[src/rtl/core/omrc_pkg.sv]
// Shared types and constants of the offset multiset rank counter.
`default_nettype none

package omrc_pkg;

  // Width of the value field on the input item and of the sign-extended form.
  localparam int unsigned IN_VALUE_W = 48;
  localparam int unsigned EXT_W      = 64;
  localparam int unsigned FUNC_W     = 3;
  localparam int unsigned STATUS_W   = 2;

  typedef enum logic [FUNC_W-1:0] {
    OP_INSERT = 3'd0,
    OP_ERASE  = 3'd1,
    OP_ADD    = 3'd2,
    OP_COUNT  = 3'd3,
    OP_CLEAR  = 3'd4
  } op_e;

  typedef enum logic [STATUS_W-1:0] {
    ST_OK      = 2'd0,
    ST_FULL    = 2'd1,
    ST_MISSING = 2'd2
  } status_e;

  // Control part of an item as it travels down the row of cells.
  typedef struct packed {
    logic vld;
    op_e  op;
    logic hit;
  } ctl_t;

endpackage

`default_nettype wire

[src/rtl/core/omrc_front.sv]
// Entry stage: decodes the operation, holds the global offset, forms the relative value.
`default_nettype none

module omrc_front #(
  parameter int unsigned VALUE_WIDTH = 48
) (
  input  wire logic                                clk_i,
  input  wire logic                                rst_ni,
  input  wire logic                                adv_i,
  input  wire logic                                in_vld_i,
  input  wire logic [omrc_pkg::FUNC_W-1:0]         func_i,
  input  wire logic [omrc_pkg::IN_VALUE_W-1:0]     value_i,
  output omrc_pkg::ctl_t                           ctl_o,
  output logic [VALUE_WIDTH-1:0]                   val_o
);
  import omrc_pkg::*;

  logic [EXT_W-1:0]       v_ext;
  logic [VALUE_WIDTH-1:0] v_w;
  logic [VALUE_WIDTH-1:0] amt;
  logic [VALUE_WIDTH-1:0] rel;
  logic [VALUE_WIDTH-1:0] off_q, off_d;
  logic                   is_nop;
  op_e                    op;
  ctl_t                   ctl_q;
  logic [VALUE_WIDTH-1:0] val_q;

  assign v_ext = {{(EXT_W - IN_VALUE_W){value_i[IN_VALUE_W-1]}}, value_i};
  assign v_w   = v_ext[VALUE_WIDTH-1:0];

  // Unused function codes travel as an add of zero, which changes nothing.
  always_comb begin
    is_nop = (func_i > OP_CLEAR);
    op     = is_nop ? OP_ADD : op_e'(func_i);
    amt    = is_nop ? '0 : v_w;
    rel    = v_w - off_q;
    off_d  = off_q;
    if (adv_i && in_vld_i) begin
      case (op)
        OP_ADD:   off_d = off_q + amt;
        OP_CLEAR: off_d = '0;
        default:  off_d = off_q;
      endcase
    end
  end

  always_ff @(posedge clk_i or negedge rst_ni) begin
    if (!rst_ni) begin
      off_q <= '0;
      ctl_q <= '0;
    end else begin
      off_q <= off_d;
      if (adv_i) begin
        ctl_q <= '{vld: in_vld_i, op: op, hit: 1'b0};
      end
    end
  end

  always_ff @(posedge clk_i) begin
    if (adv_i) begin
      val_q <= rel;
    end
  end

  assign ctl_o = ctl_q;
  assign val_o = val_q;

endmodule

`default_nettype wire

[config.mk]
export PLATFORM = sky130hd
export DESIGN_NAME = omrc_front
export DESIGN_NICKNAME = d
export VERILOG_FILES = /design/src/rtl/core/omrc_pkg.sv /design/src/rtl/core/omrc_front.sv
export SDC_FILE = /design/constraint.sdc
export NUM_CORES = 1
export LEC_CHECK = 0
export BUFFER_PORTS_ARGS = -buffer_cell sky130_fd_sc_hd__buf_4
export CORE_MARGIN = 3
export CORE_UTILIZATION = 59
export DETAILED_ROUTE_END_ITERATION = 10
export PLACE_DENSITY = 0.82
export SLEW_MARGIN = 20
export SYNTH_ARGS = -nofsm -noshare
export SYNTH_HDL_FRONTEND = slang
export SYNTH_SLANG_ARGS = --single-unit
[constraint.sdc]
create_clock -name clk_i -period 4.4 [get_ports clk_i]
set_clock_uncertainty 0.2 [all_clocks]
set_input_delay 0 -clock clk_i [delete_from_list [all_inputs] [get_ports clk_i]]
set_output_delay 0 -clock clk_i [all_outputs]
set_load 0.1 [all_outputs]
; ---- Yosys cells after proc, flatten, opt, wreduce, memory -nomap -nowiden
; Cells that the tools add are included.
[word_totals]
regBits = 100
latchBits = 0
ramBits = 0
rom_bits = 0
inputBits = 55
wordCells = 15
n_memories = 0
[op_classes]
n_addsub = 2
n_mul = 0
div_mod_pow = 0
n_lt_le_gt_ge = 1
eq_ne = 2
n_shift = 0
mux = 3
bitwise = 0
n_reduce_logical = 3
[ops]
columns = operator, n
row1 = 48-bit one-hot mux with 2 select lines, 1
row2 = 48-bit adder, 1
row3 = 48-bit two-way mux, 1
row4 = 48-bit subtractor, 1
row5 = "3-bit by 2-bit == test with 1-bit output, second input constant", 1
row6 = "3-bit == test, second input constant", 1
row7 = "3-bit greater-than comparator, second input constant", 1
row8 = 3-bit two-way mux, 1
row9 = 2-bit AND reduction, 1
row10 = 2-bit nonzero test, 1
row11 = 1-bit logical AND, 1

; ---- Longest topological paths before layout
[logic_depth]
word_depth = 5
depth_mapped = 15
mapped_depth_nobuf = 14

; ---- Worst setup path after synthesis
; No wires, ideal clock.
[synth_path]
path_type = input to register
from = input port func_i[0] in the netlist's numbering
to = register off_q[47]
arrival_ns = 3.285
required_ns = 4.072
path_slack_ns = 0.786
path_stages = 14
path_buffers = 2
cell_sequence = o21ai_0 > clkbuf_1 > clkbuf_1 > and2_1 > ha_1 > and2_4 > a21boi_2 > o22ai_1 > o41a_1 > or4_4 > a311o_1 > a221oi_2 > nor4_1 > nand3b_1
[synth_between]
elab_chain_len = 5
elab_cells_between_ends = 9
classes_between = add/sub: 1 / order compare: 1 / eq/ne: 2 / mux: 3 / reduce/logical: 2
[synth_lines]
columns = element, line_no
row1 = start: declaration, omrc_front.sv:11  ; input wire logic [omrc_pkg::FUNC_W-1:0] func_i,
row2 = "parallel branches: the longest is 5 deep, another holds 48-bit adder", -
row3 = end signal: assignment, omrc_front.sv:49  ; off_q <= '0;
row4 = end signal: assignment, omrc_front.sv:52  ; off_q <= off_d;
row5 = end: declaration, omrc_front.sv:22  ; logic [VALUE_WIDTH-1:0] off_q, off_d;
; Several ways; the timed one is not identified.
; A chain may end at the register's enable or synchronous reset.

; ---- Worst setup path after layout
[layout_path]
from = register off_q[15]
to = register val_q[46] (netlist: val_o[46]) (data pin)
[layout_between]
elab_chain_len = 1
[layout_lines]
columns = element, line_no
row1 = 48-bit subtractor, omrc_front.sv:36  ; rel = v_w - off_q;
row2 = via rel[46], omrc_front.sv:21  ; logic [VALUE_WIDTH-1:0] rel;
row3 = end signal: assignment, omrc_front.sv:61  ; val_q <= rel;
row4 = end: declaration, omrc_front.sv:26  ; logic [VALUE_WIDTH-1:0] val_q;
; The timed path passes the listed nets, and every way through them passes these cells.

==> results.yml <==
setup_path:
  path_delay_family: "compound AO/OA/AOI/OAI gates"
  critPathCaptureType: "register"
  worstPathMaxFanout: 8
  arrival_ps: 4120
  crit_type: "register to register"
  cp-start-kind: "register"
  worstPathCellList: "inv_1, ha_1, a21oi_1, o21ai_0, a221oi_1, o21ai_0, a31oi_1, o211a_1, o21ai_1, a221oi_1, xnor2_1, dlygate4sd3_1"
  worstPathRequired_ps: 4300
  max_stage_delay_ps: 570
  critPathSlowestCell: "dlygate4sd3_1"
  path_buf_inv: 2
global_routing:
  grt_usage: 0.265
  overflow: 0
  grt_first_pass_wirelength_um: 37000
  grt_pass1_vias: 7883
  antenna_found_initial: 0
  grt_start_max_net_pins: 58
clocking:
  cts_root_buf: "clkbuf_16"
  postCtsSetupRepairBufs: 0
  cts_tree: "done"
  cts_buffers: 9
  hold_buffers: 26
  cts_sinks: 100
  cts.path.max_buffers: 2
  cts_resized: 0
  htreeDepth: 3
  worstSkewPairLatency_ps: 360
  clkTransAtPathRegs_ps: 70
synthesis:
  synth.most_common_cell: "nand2_1"
  synth-seq-cells: 100
  synthCells: 1094
  netlist.area_leader.share: 0.157
  async_reset_ff_frac: 0.520
  synth_cell_types: 75
  ys_seq_area_frac: 0.299
  synth_edf_count: 48
  synth_area_leaders: "edfxtp_1 16%, dfrtp_1 14%, ha_1 13%"
  synth_fp_nets: 1245
  ys.flop_type: "dfrtp_1"
  syn_area_per_cell_um2: 8.39
  netlist_area_mm2: 0.00918
  synthTopCellsByCount: "109 x nand2_1, 101 x a21oi_1, 94 x ha_1, 91 x o21ai_0, 70 x inv_1"
  synth-warning-count: 0
  synth_top_cell_by_area: "edfxtp_1"
timing:
  maxSlewHeadroom: 0.410
  fmax_mhz: 237
  holdWs_ps: 9.95
  maxSlewViolCount: 0
  period_minus_slack_ps: 4220
  timing.setup.tns_ps: 0
  fin_ws_ps: 179
  hold_viol: 0
  rsz0062_at_grt: "false"
  setup_viol: 0
  min_period_over_period: 0.959
  worst_pin_slew_ps: 884
finish:
  multiInputGateArea_mm2: 0.00602
  final_nets: 1349
  layout-drive-gt1-share: 0.121
  antenna_cells: 0
  area.growth.synth_to_final_pct: 16.0
  nFillCells: 1219
  utilization: 0.716
  final-seq-area_mm2: 0.00274
placement:
  dp_hpwl_um: 16800
  io_buffers: 106
  gp_congestion: 0.908
  post-place-ws_ps: 697
routing:
  antenna_left: 0
  first_pass_iters: 5
  wl_per_cell_um: 16.2
  remaining_drc_errors: 0
  wl_um: 22400
  vias_per_cell: 6.02
  drtIter0Drc: 540
  dr_total_vias: 8346
floorplan:
  fp.dieW_um: 131
  core_mm2: 0.0149
  die_area_mm2: 0.0171
  die_h_um: 131
  rows: 44
  ios: 108
  start_util: 0.618
power:
  leakage_nw: 4.81
  vdd_drop_max_mv: 0.401
  powerDensity_mw_per_mm2: 798
run:
  maxCapViolations: 0
worst_hold_path:
  hp-class: "input pin to register"
status:
  outcome: "finished clean"
[through the flow]
| step | instance area (µm²) | std cells | power, mW |
|---|---|---|---|
| floorplan | 9180 | 1094 | 6.49 |
| global placement | 10100 | 1345 | 7.55 |
| detailed placement | 10100 | 1345 | 7.64 |
| CTS | 10600 | 1387 | 8.50 |
| global route | 10600 | 1387 | 9.12 |
| finish | 10600 | 1387 | 8.50 |
[layout by cell type, fill, tap and decap left out, types with 4 or more instances in the layout]
master,count
o21bai_1,8
a211o_1,9
o21ai_1,7
o21a_1,9
o21ai_0,90
inv_1,70
a211oi_1,10
dlygate4sd3_1,26
buf_4,109
o31ai_1,4
and2_1,51
dfrtp_1,52
nand2_1,109
a22o_1,4
nor2b_1,16
edfxtp_1,48
nand2b_1,14
nand4_1,14
a21boi_0,5
a31oi_1,12
or3_1,4
a31o_2,4
a21o_1,52
clkbuf_16,9
and3_1,8
xnor2_1,49
nor2_1,55
a21oi_1,101
ha_1,94
xor2_1,30
and4_1,5
nand3_1,23
o211ai_1,12
nor3_1,15
a41oi_1,5
[layer usage]
metal | routed length, µm | global-route usage | vias to the layer above | share of wire
met4 | 268 | 0.0605 | 0 | 0.012
met2 | 11000 | 0.462 | 192 | 0.49
met1 | 10300 | 0.352 | 3943 | 0.46
met3 | 914 | 0.0341 | 21 | 0.041
met5 | 0 | 0 | - | 0
li1 | - | - | 4190 | -
[logic make-up (layout without fill, tap and decap cells)]
kind of cell / count (synthesis) / after routing / synth area share
adder cells (fa/ha/maj): 96 / 96 / 0.132
AND/OR/NAND/NOR: 332 / 332 / 0.182
flip-flops: 100 / 100 / 0.299
other: 1 / 1 / 0.000408
buffers and inverters: 113 / 222 / 0.0467
multiplexers: 3 / 3 / 0.00327
XOR/XNOR: 79 / 79 / 0.0754
AO/OA/AOI/OAI: 370 / 370 / 0.261
[worst reg2reg max path: cells and delay by family, from the launching register on]
family / cells / cell delay (ps)
AOI/OAI and AO/OA: 8 / 2290
buffers and inverters: 2 / 620
DFF: 1 / 380
adders and majority gates: 1 / 370
xor gates and xnor gates: 1 / 110
[final cells by class]
| class | instances | area share |
|---|---|---|
| timing repair buffer | 136 | 0.103 |
| inverter | 70 | 0.0247 |
| clock buffer | 13 | 0.0254 |
| clock inverter | 3 | 0.00188 |
| sequential | 100 | 0.258 |
| multi-input combinational | 881 | 0.566 |
| tap | 184 | 0.0216 |
[power breakdown]
part	leakage (nW)	switching, mW	internal, mW
Sequential	1.14	0.243	1.55
Clock	0.138	0.355	0.430
Combinational	3.53	3.97	1.95
[registers in the layout (all words and copies together) (netlist names)]
name and count:
off_q 48, val_o 48, ctl_o 4
[final timing paths]
| path | endpoint | start | slack [ps] | cells past startpoint |
|---|---|---|---|---|
| min in group asynchronous | off_q[15] | rst_ni | 50 | 2 |
| hold reg to reg | off_q[38] | off_q[38] | 310 | 2 |
| setup reg to reg | val_o[46] | off_q[15] | 180 | 12 |
| max in group asynchronous | off_q[40] | rst_ni | 3470 | 2 |
| setup / recovery | val_o[46] | off_q[15] | 180 | 12 |
| hold / removal | val_o[6] | value_i[6] | 10 | 3 |
Power figures use the tool's default switching activity.
