**src/rtl/core/omrc_pkg.sv**
```systemverilog
// Shared types and constants of the offset multiset rank counter.
`default_nettype none

package omrc_pkg;

  // Width of the value field on the input item and of the sign-extended form.
  localparam int unsigned IN_VALUE_W = 48;
  localparam int unsigned EXT_W      = 64;
  localparam int unsigned FUNC_W     = 3;
  localparam int unsigned STATUS_W   = 2;

  typedef enum logic [FUNC_W-1:0] {
    OP_INSERT = 3'd0,
    OP_ERASE  = 3'd1,
    OP_ADD    = 3'd2,
    OP_COUNT  = 3'd3,
    OP_CLEAR  = 3'd4
  } op_e;

  typedef enum logic [STATUS_W-1:0] {
    ST_OK      = 2'd0,
    ST_FULL    = 2'd1,
    ST_MISSING = 2'd2
  } status_e;

  // Control part of an item as it travels down the row of cells.
  typedef struct packed {
    logic vld;
    op_e  op;
    logic hit;
  } ctl_t;

endpackage

`default_nettype wire

```
**src/rtl/core/omrc_cell.sv**
```systemverilog
// One cell of the row: holds one entry and passes each item on to its neighbor.
`default_nettype none

module omrc_cell #(
  parameter int unsigned VALUE_WIDTH = 48,
  parameter int unsigned CNT_W       = 11
) (
  input  wire logic                    clk_i,
  input  wire logic                    rst_ni,
  input  wire logic                    adv_i,
  input  wire omrc_pkg::ctl_t          ctl_i,
  input  wire logic [VALUE_WIDTH-1:0]  val_i,
  input  wire logic [CNT_W-1:0]        cnt_i,
  output omrc_pkg::ctl_t               ctl_o,
  output logic [VALUE_WIDTH-1:0]       val_o,
  output logic [CNT_W-1:0]             cnt_o
);
  import omrc_pkg::*;

  logic [VALUE_WIDTH-1:0] ent_q, ent_d;
  logic                   used_q, used_d;
  ctl_t                   ctl_d, ctl_q;
  logic [CNT_W-1:0]       cnt_d, cnt_q;
  logic [VALUE_WIDTH-1:0] val_q;

  always_comb begin
    ent_d  = ent_q;
    used_d = used_q;
    ctl_d  = ctl_i;
    cnt_d  = cnt_i;
    if (ctl_i.vld) begin
      case (ctl_i.op)
        OP_INSERT: begin
          if (!ctl_i.hit && !used_q) begin
            ent_d     = val_i;
            used_d    = 1'b1;
            ctl_d.hit = 1'b1;
          end
        end
        OP_ERASE: begin
          if (!ctl_i.hit && used_q && (ent_q == val_i)) begin
            used_d    = 1'b0;
            ctl_d.hit = 1'b1;
          end
        end
        OP_COUNT: begin
          if (used_q && ($signed(ent_q) < $signed(val_i))) begin
            cnt_d = cnt_i + CNT_W'(1);
          end
        end
        OP_CLEAR: used_d = 1'b0;
        default:  used_d = used_q;
      endcase
    end
  end

  always_ff @(posedge clk_i or negedge rst_ni) begin
    if (!rst_ni) begin
      used_q <= 1'b0;
      ctl_q  <= '0;
    end else if (adv_i) begin
      used_q <= used_d;
      ctl_q  <= ctl_d;
    end
  end

  always_ff @(posedge clk_i) begin
    if (adv_i) begin
      ent_q <= ent_d;
      val_q <= val_i;
      cnt_q <= cnt_d;
    end
  end

  assign ctl_o = ctl_q;
  assign val_o = val_q;
  assign cnt_o = cnt_q;

endmodule

`default_nettype wire

```
**config.mk**
```make
export PLATFORM = sky130hd
export DESIGN_NAME = omrc_cell
export DESIGN_NICKNAME = d
export VERILOG_FILES = /design/src/rtl/core/omrc_pkg.sv /design/src/rtl/core/omrc_cell.sv
export SDC_FILE = /design/constraint.sdc
export NUM_CORES = 1
export LEC_CHECK = 0
export BUFFER_PORTS_ARGS = -buffer_cell sky130_fd_sc_hd__clkbuf_2
export CORE_MARGIN = 2
export CORE_UTILIZATION = 50
export CTS_BUF_LIST = sky130_fd_sc_hd__clkbuf_8
export CTS_CLUSTER_SIZE = 10
export DETAILED_ROUTE_END_ITERATION = 12
export GPL_ROUTABILITY_DRIVEN = 0
export PLACE_DENSITY = 0.76
export REMOVE_ABC_BUFFERS = 1
export SYNTH_ARGS = -nofsm -noshare
export SYNTH_HDL_FRONTEND = slang
export SYNTH_SLANG_ARGS = --single-unit
```
**constraint.sdc**
```tcl
create_clock -name clk_i -period 11.7 [get_ports clk_i]
set_clock_uncertainty 0.2 [all_clocks]
set_input_delay 3.51 -clock clk_i [delete_from_list [all_inputs] [get_ports clk_i]]
set_output_delay 3.51 -clock clk_i [all_outputs]
set_load 0.05 [all_outputs]
```
* After elaboration in Yosys (flattened, before gate mapping)
Cells that the tools add are included.
** Word-level totals
- Bits of input ports :: 67
- Flip-flop bits (word level) :: 113
- Output and inout port bits :: 64
- Word-level logic and storage cells :: 35
** Operators by class
- Reductions and logical operators :: 10
- Magnitude comparators :: 1
- Add/subtract/negate cells :: 1
- Mux-type cells :: 10
- Equality and inequality tests :: 6
** Operator list (count)
- equality test 48 bit :: 1
- < comparator 48 bit :: 1
- two-way mux 11 bit :: 3
- adder 11 x 1 -> 11 bit, second input constant :: 1
- two-way mux 1 bit :: 5
- AND reduction 5 bit :: 1
- logical AND 1 bit :: 4
- inequality test 2 bit, second input constant :: 2
- AND reduction 4 bit :: 1
- equality test 3 x 1 -> 1 bit, second input constant :: 1
- equality test 3 x 2 -> 1 bit, second input constant :: 1
- equality test 3 bit, second input constant :: 1
- zero test 3 bit :: 1
- one-hot mux 1 bit (3 select lines) :: 1
- nonzero test 3 bit :: 1
- zero test 1 bit :: 2
- one-hot mux 1 bit (2 select lines) :: 1

* Logic depth before layout (Yosys ltp)
- Depth in word-level cells :: 6
- Gate-level depth with buffers :: 12
- Depth with buffers taken out :: 9

* Least setup slack after synthesis
OpenSTA, ideal clock, no wires.
- Kind :: in2reg
- Start :: input port adv_i
- End :: register ent_q[0], enable pin
- Required time :: 10.919 ns
- Arrival time :: 8.505 ns
- Stages on the path :: 3
- Setup slack :: 2.414 ns
- Path buffers :: 1
- Setup time :: 0.581 ns
- Path through :: clkbuf_1 > nand3_1 > nor4_1
** Between the ends
- Longest elaborated chain between the ends :: 1
** Ends and longest elaborated chain
- start, declared :: RTL line omrc_cell.sv:10 : input wire logic adv_i,
- AND reduction 4 bit (no source line)
- end signal, assigned :: RTL line omrc_cell.sv:69 : ent_q <= ent_d;
- end, declared :: RTL line omrc_cell.sv:20 : logic [VALUE_WIDTH-1:0] ent_q, ent_d;
Every way passes these cells.
A chain may end at the register's enable or synchronous reset.

* Worst setup path after layout
- Start :: input port val_i[47]
- End :: register cnt_q[0], in the netlist cnt_o[0], data pin
** Between the ends
- Longest elaborated chain between the ends :: 5
** Ends and longest elaborated chain
- start, declared :: RTL line omrc_cell.sv:12 : input wire logic [VALUE_WIDTH-1:0] val_i,
- < comparator 48 bit :: RTL line omrc_cell.sv:47 : if (used_q && ($signed(ent_q) < $signed(val_i))) begin
- logical AND 1 bit :: RTL line omrc_cell.sv:47
- two-way mux 11 bit :: RTL line omrc_cell.sv:47
- two-way mux 11 bit :: RTL line omrc_cell.sv:32 : case (ctl_i.op)
- two-way mux 11 bit :: RTL line omrc_cell.sv:31 : if (ctl_i.vld) begin
- named net cnt_d[0] :: RTL line omrc_cell.sv:23 : logic [CNT_W-1:0] cnt_d, cnt_q;
- end signal, assigned :: RTL line omrc_cell.sv:71 : cnt_q <= cnt_d;
- end, declared :: RTL line omrc_cell.sv:23
The timed path passes the listed nets, and every way through them passes these cells.

==> reports/summary.txt <==
final design utilization: 63.4%
Ports: 131
post-layout min period: 5.98 ns
post-synth cell types: 41
Slew Limit Fails: 0
Commonest cells post-synth: edfxtp_1, inv_1, ha_1, nand2_1
sequential-to-total area share from yosys stat: 63.3%
LEAKAGE: 2.92 nW
layout cell share with drive strength beyond 1: 31.8%
hold slack: 0.317 ns
required time of the critical path: 11.68 ns
mux cell area share after synthesis: 3.79%
ranking of synthesized cells by area: edfxtp_1, ha_1, inv_1, dfrtp_1, mux2_2
Synth Area in Compound Gates: 5.61%
n_diodes: 0
Critical Path Start Type: input port
placed cells: 652
Skew-Pair Late Insertion Delay: 0.44 ns
Area Overhead vs Synth: 23.2%
fmax: 167 MHz
WL/cell: 15.3 um
drt initial violations: 145
Post-Layout Cell Count: 684
Final #Nets: 651
count leader, synth: edfxtp_1
Reg clk slew, reported paths: 0.06 ns
Net Sw Frac: 26.3%
maximum vdd drop: 0.0874 mV
clock buffer depth: 2
die area: 11500 um^2
Die H: 107 um
Rows: 37
YS warnings: 0
clock root buffer: clkbuf_8
critical path endpoint category: flop
simple-gate area share of the yosys netlist: 9.92%
initial antenna violation count: 0
largest family of logic cells by synthesized area: adder cells
switching power total: 268 uW
Synth Area in XOR/XNOR: 0.825%
syn_area_per_cell: 13.6 um^2
largest net degree at the start of global routing: 68
final setup fails: 0
critical path data arrival time: 5.96 ns
final worst-path setup slack: 5.72 ns
setup_tns: 0 ns
Post-CTS Setup Bufs: 0
Primary FF master, synth: edfxtp_1
Synth Cell Area: 5310 um^2
fraction of registers with async set/reset: 5.31%
Post-synth EDFFs: 107
crit share post-route: 51.1%
port buffer count: 130
via count: 3536
clock share of power: 39.7%
Internal: 750 uW
first-pass GRT wire length: 16600 um
kind of critical path: input port to flop
dpl ws: 5.25 ns
placeable core region: 10300 um^2
Crit Reg-Reg Startpoint: ent_q[47]$_DFFE_PP_
gr usage total: 19.2%
total grt overflow: 0
adder-cell share of the synthesized area: 11.5%
reg-to-reg critical path endpoint: cnt_o[0]$_DFFE_PP_
hold bufs inserted after CTS: 0
Die Width: 107 um
Max Cap Viol: 0
Worst Max-Slew Pin Slew: 0.868 ns
status: completed
DRC viols: 0
Crit. Startpoint: val_i[47]
DR pass1 iterations: 4
RSZ-0062 raised after global routing: false
DR vias/cell: 5.17
#FFs+latches synth: 113
CTS tree: yes
Detailed Place HPWL: 7450 um
sequential share of power: 46.3%
vias in the first global route: 3480
Critical Path Fanout Max: 27
Syn Inst Count: 391
min-delay worst type: flop to flop
Final Hold Fails: 0
Critical Path Sink: cnt_o[0]$_DFFE_PP_
final WL: 10500 um
clock sinks: 113
Initial Util: 51.4%
Yosys top cell area share: 60.5%
pwr/cell area: 156 nW/um^2
Post-CTS Resized: 0
area leader, netlist: edfxtp_1
H-tree Lvls: 4
r2r worst-path depth: 9
flop2flop setup slack: 8.55 ns
Gate power share: 14.0%
clock buffer count from CTS: 17
post-route ant nets: 0
relative slew slack: 42.2%
-- cell usage in the layout (no fill, tap or decap), drive strengths merged, types with 2 or more instances in the layout --
cell type,Yosys,routed
clkbuf,6,146
edfxtp,107,107
inv,53,56
ha,49,49
nand2,24,24
a21oi,17,17
nand3,16,16
o21ai,12,12
mux2i,10,10
nor4,10,10
mux2,9,9
nand4,8,8
nor2,8,8
nor3,7,7
a21o,7,7
dfrtp,6,6
clkinv,0,6
nand2b,5,5
bufinv,0,5
buf,3,5
xnor2,4,4
nor4b,4,4
and4,3,3
nand3b,3,3
a221oi,3,3
nor2b,2,2
o21a,2,2
nand4b,2,2
-- power groups by stage --
| stage | combinational [mW] | sequential, mW | clock, mW |
|---|---|---|---|
| 2_1_floorplan | 0.0314 | 0.543 | 0 |
| 6_report | 0.143 | 0.472 | 0.404 |
| 5_1_grt | 0.153 | 0.473 | 0.429 |
| 3_3_place_gp | 0.140 | 0.479 | 0 |
| 4_1_cts | 0.144 | 0.472 | 0.411 |
| 3_5_place_dp | 0.143 | 0.480 | 0 |
-- routing by layer --
metal	share of wire, %	vias to the layer above	track usage (%)
met2	50	111	32.0
met4	0.99	0	6.12
met1	43	1672	23.1
li1	-	1743	-
met3	6.0	10	7.23
met5	0	-	0
-- how the worst min path moves through the flow --
| stage | cells after the start | startpoint | end |
|---|---|---|---|
| 2_1_floorplan | 1 | used_q$_DFFE_PN0P_ | used_q$_DFFE_PN0P_ |
| 3_3_place_gp | 1 | ctl_o[4]$_DFFE_PN0P_ | ctl_o[4]$_DFFE_PN0P_ |
| 3_5_place_dp | 1 | ctl_o[2]$_DFFE_PN0P_ | ctl_o[2]$_DFFE_PN0P_ |
| 4_1_cts | 1 | ctl_o[2]$_DFFE_PN0P_ | ctl_o[2]$_DFFE_PN0P_ |
| 5_1_grt | 1 | ctl_o[3]$_DFFE_PN0P_ | ctl_o[3]$_DFFE_PN0P_ |
| 6_report | 1 | ctl_o[2]$_DFFE_PN0P_ | ctl_o[2]$_DFFE_PN0P_ |
-- critical path: stages --
cell	delay, ns
clkbuf_2	0.10
inv_1	0.04
ha_1	0.70
nand4_1	0.24
and4bb_1	0.35
nand4_1	0.14
a31oi_1	0.25
nor4_2	0.08
buf_4	0.22
mux2_2	0.25
nand3_1	0.07
-- through the flow --
step	power, mW	cell area (um^2)
6_report	1.02	6540
5_1_grt	1.06	6540
4_1_cts	1.03	6540
3_5_place_dp	0.623	6110
3_3_place_gp	0.619	6110
2_1_floorplan	0.575	5250
-- cells by family (layout without fill, tap and decap cells) --
logic type | after synthesis | count (layout)
AOI/OAI and AO/OA | 47 | 47
and+or+nand+nor | 96 | 96
muxes | 19 | 19
xor gates and xnor gates | 5 | 5
buffers and inverters | 62 | 219
DFF | 113 | 113
adders and majority gates | 49 | 49
-- area by class of cell --
cell class | count | area, um^2
Timing Repair Buffer | 134 | 681
Sequential cell | 113 | 3360
Tap cell | 136 | 170
Clock buffer | 17 | 234
Inverter | 53 | 199
Fill cell | 770 | 3780
Multi-Input combinational cell | 216 | 1700
Clock inverter | 15 | 200
-- state kept, by name, indices dropped and copies added, names as in the netlist --
| register | count |
|---|---|
| val_o | 48 |
| used_q | 1 |
| ent_q | 48 |
| cnt_o | 11 |
| ctl_o | 5 |
Note: power is estimated with default switching activity, not from simulation.
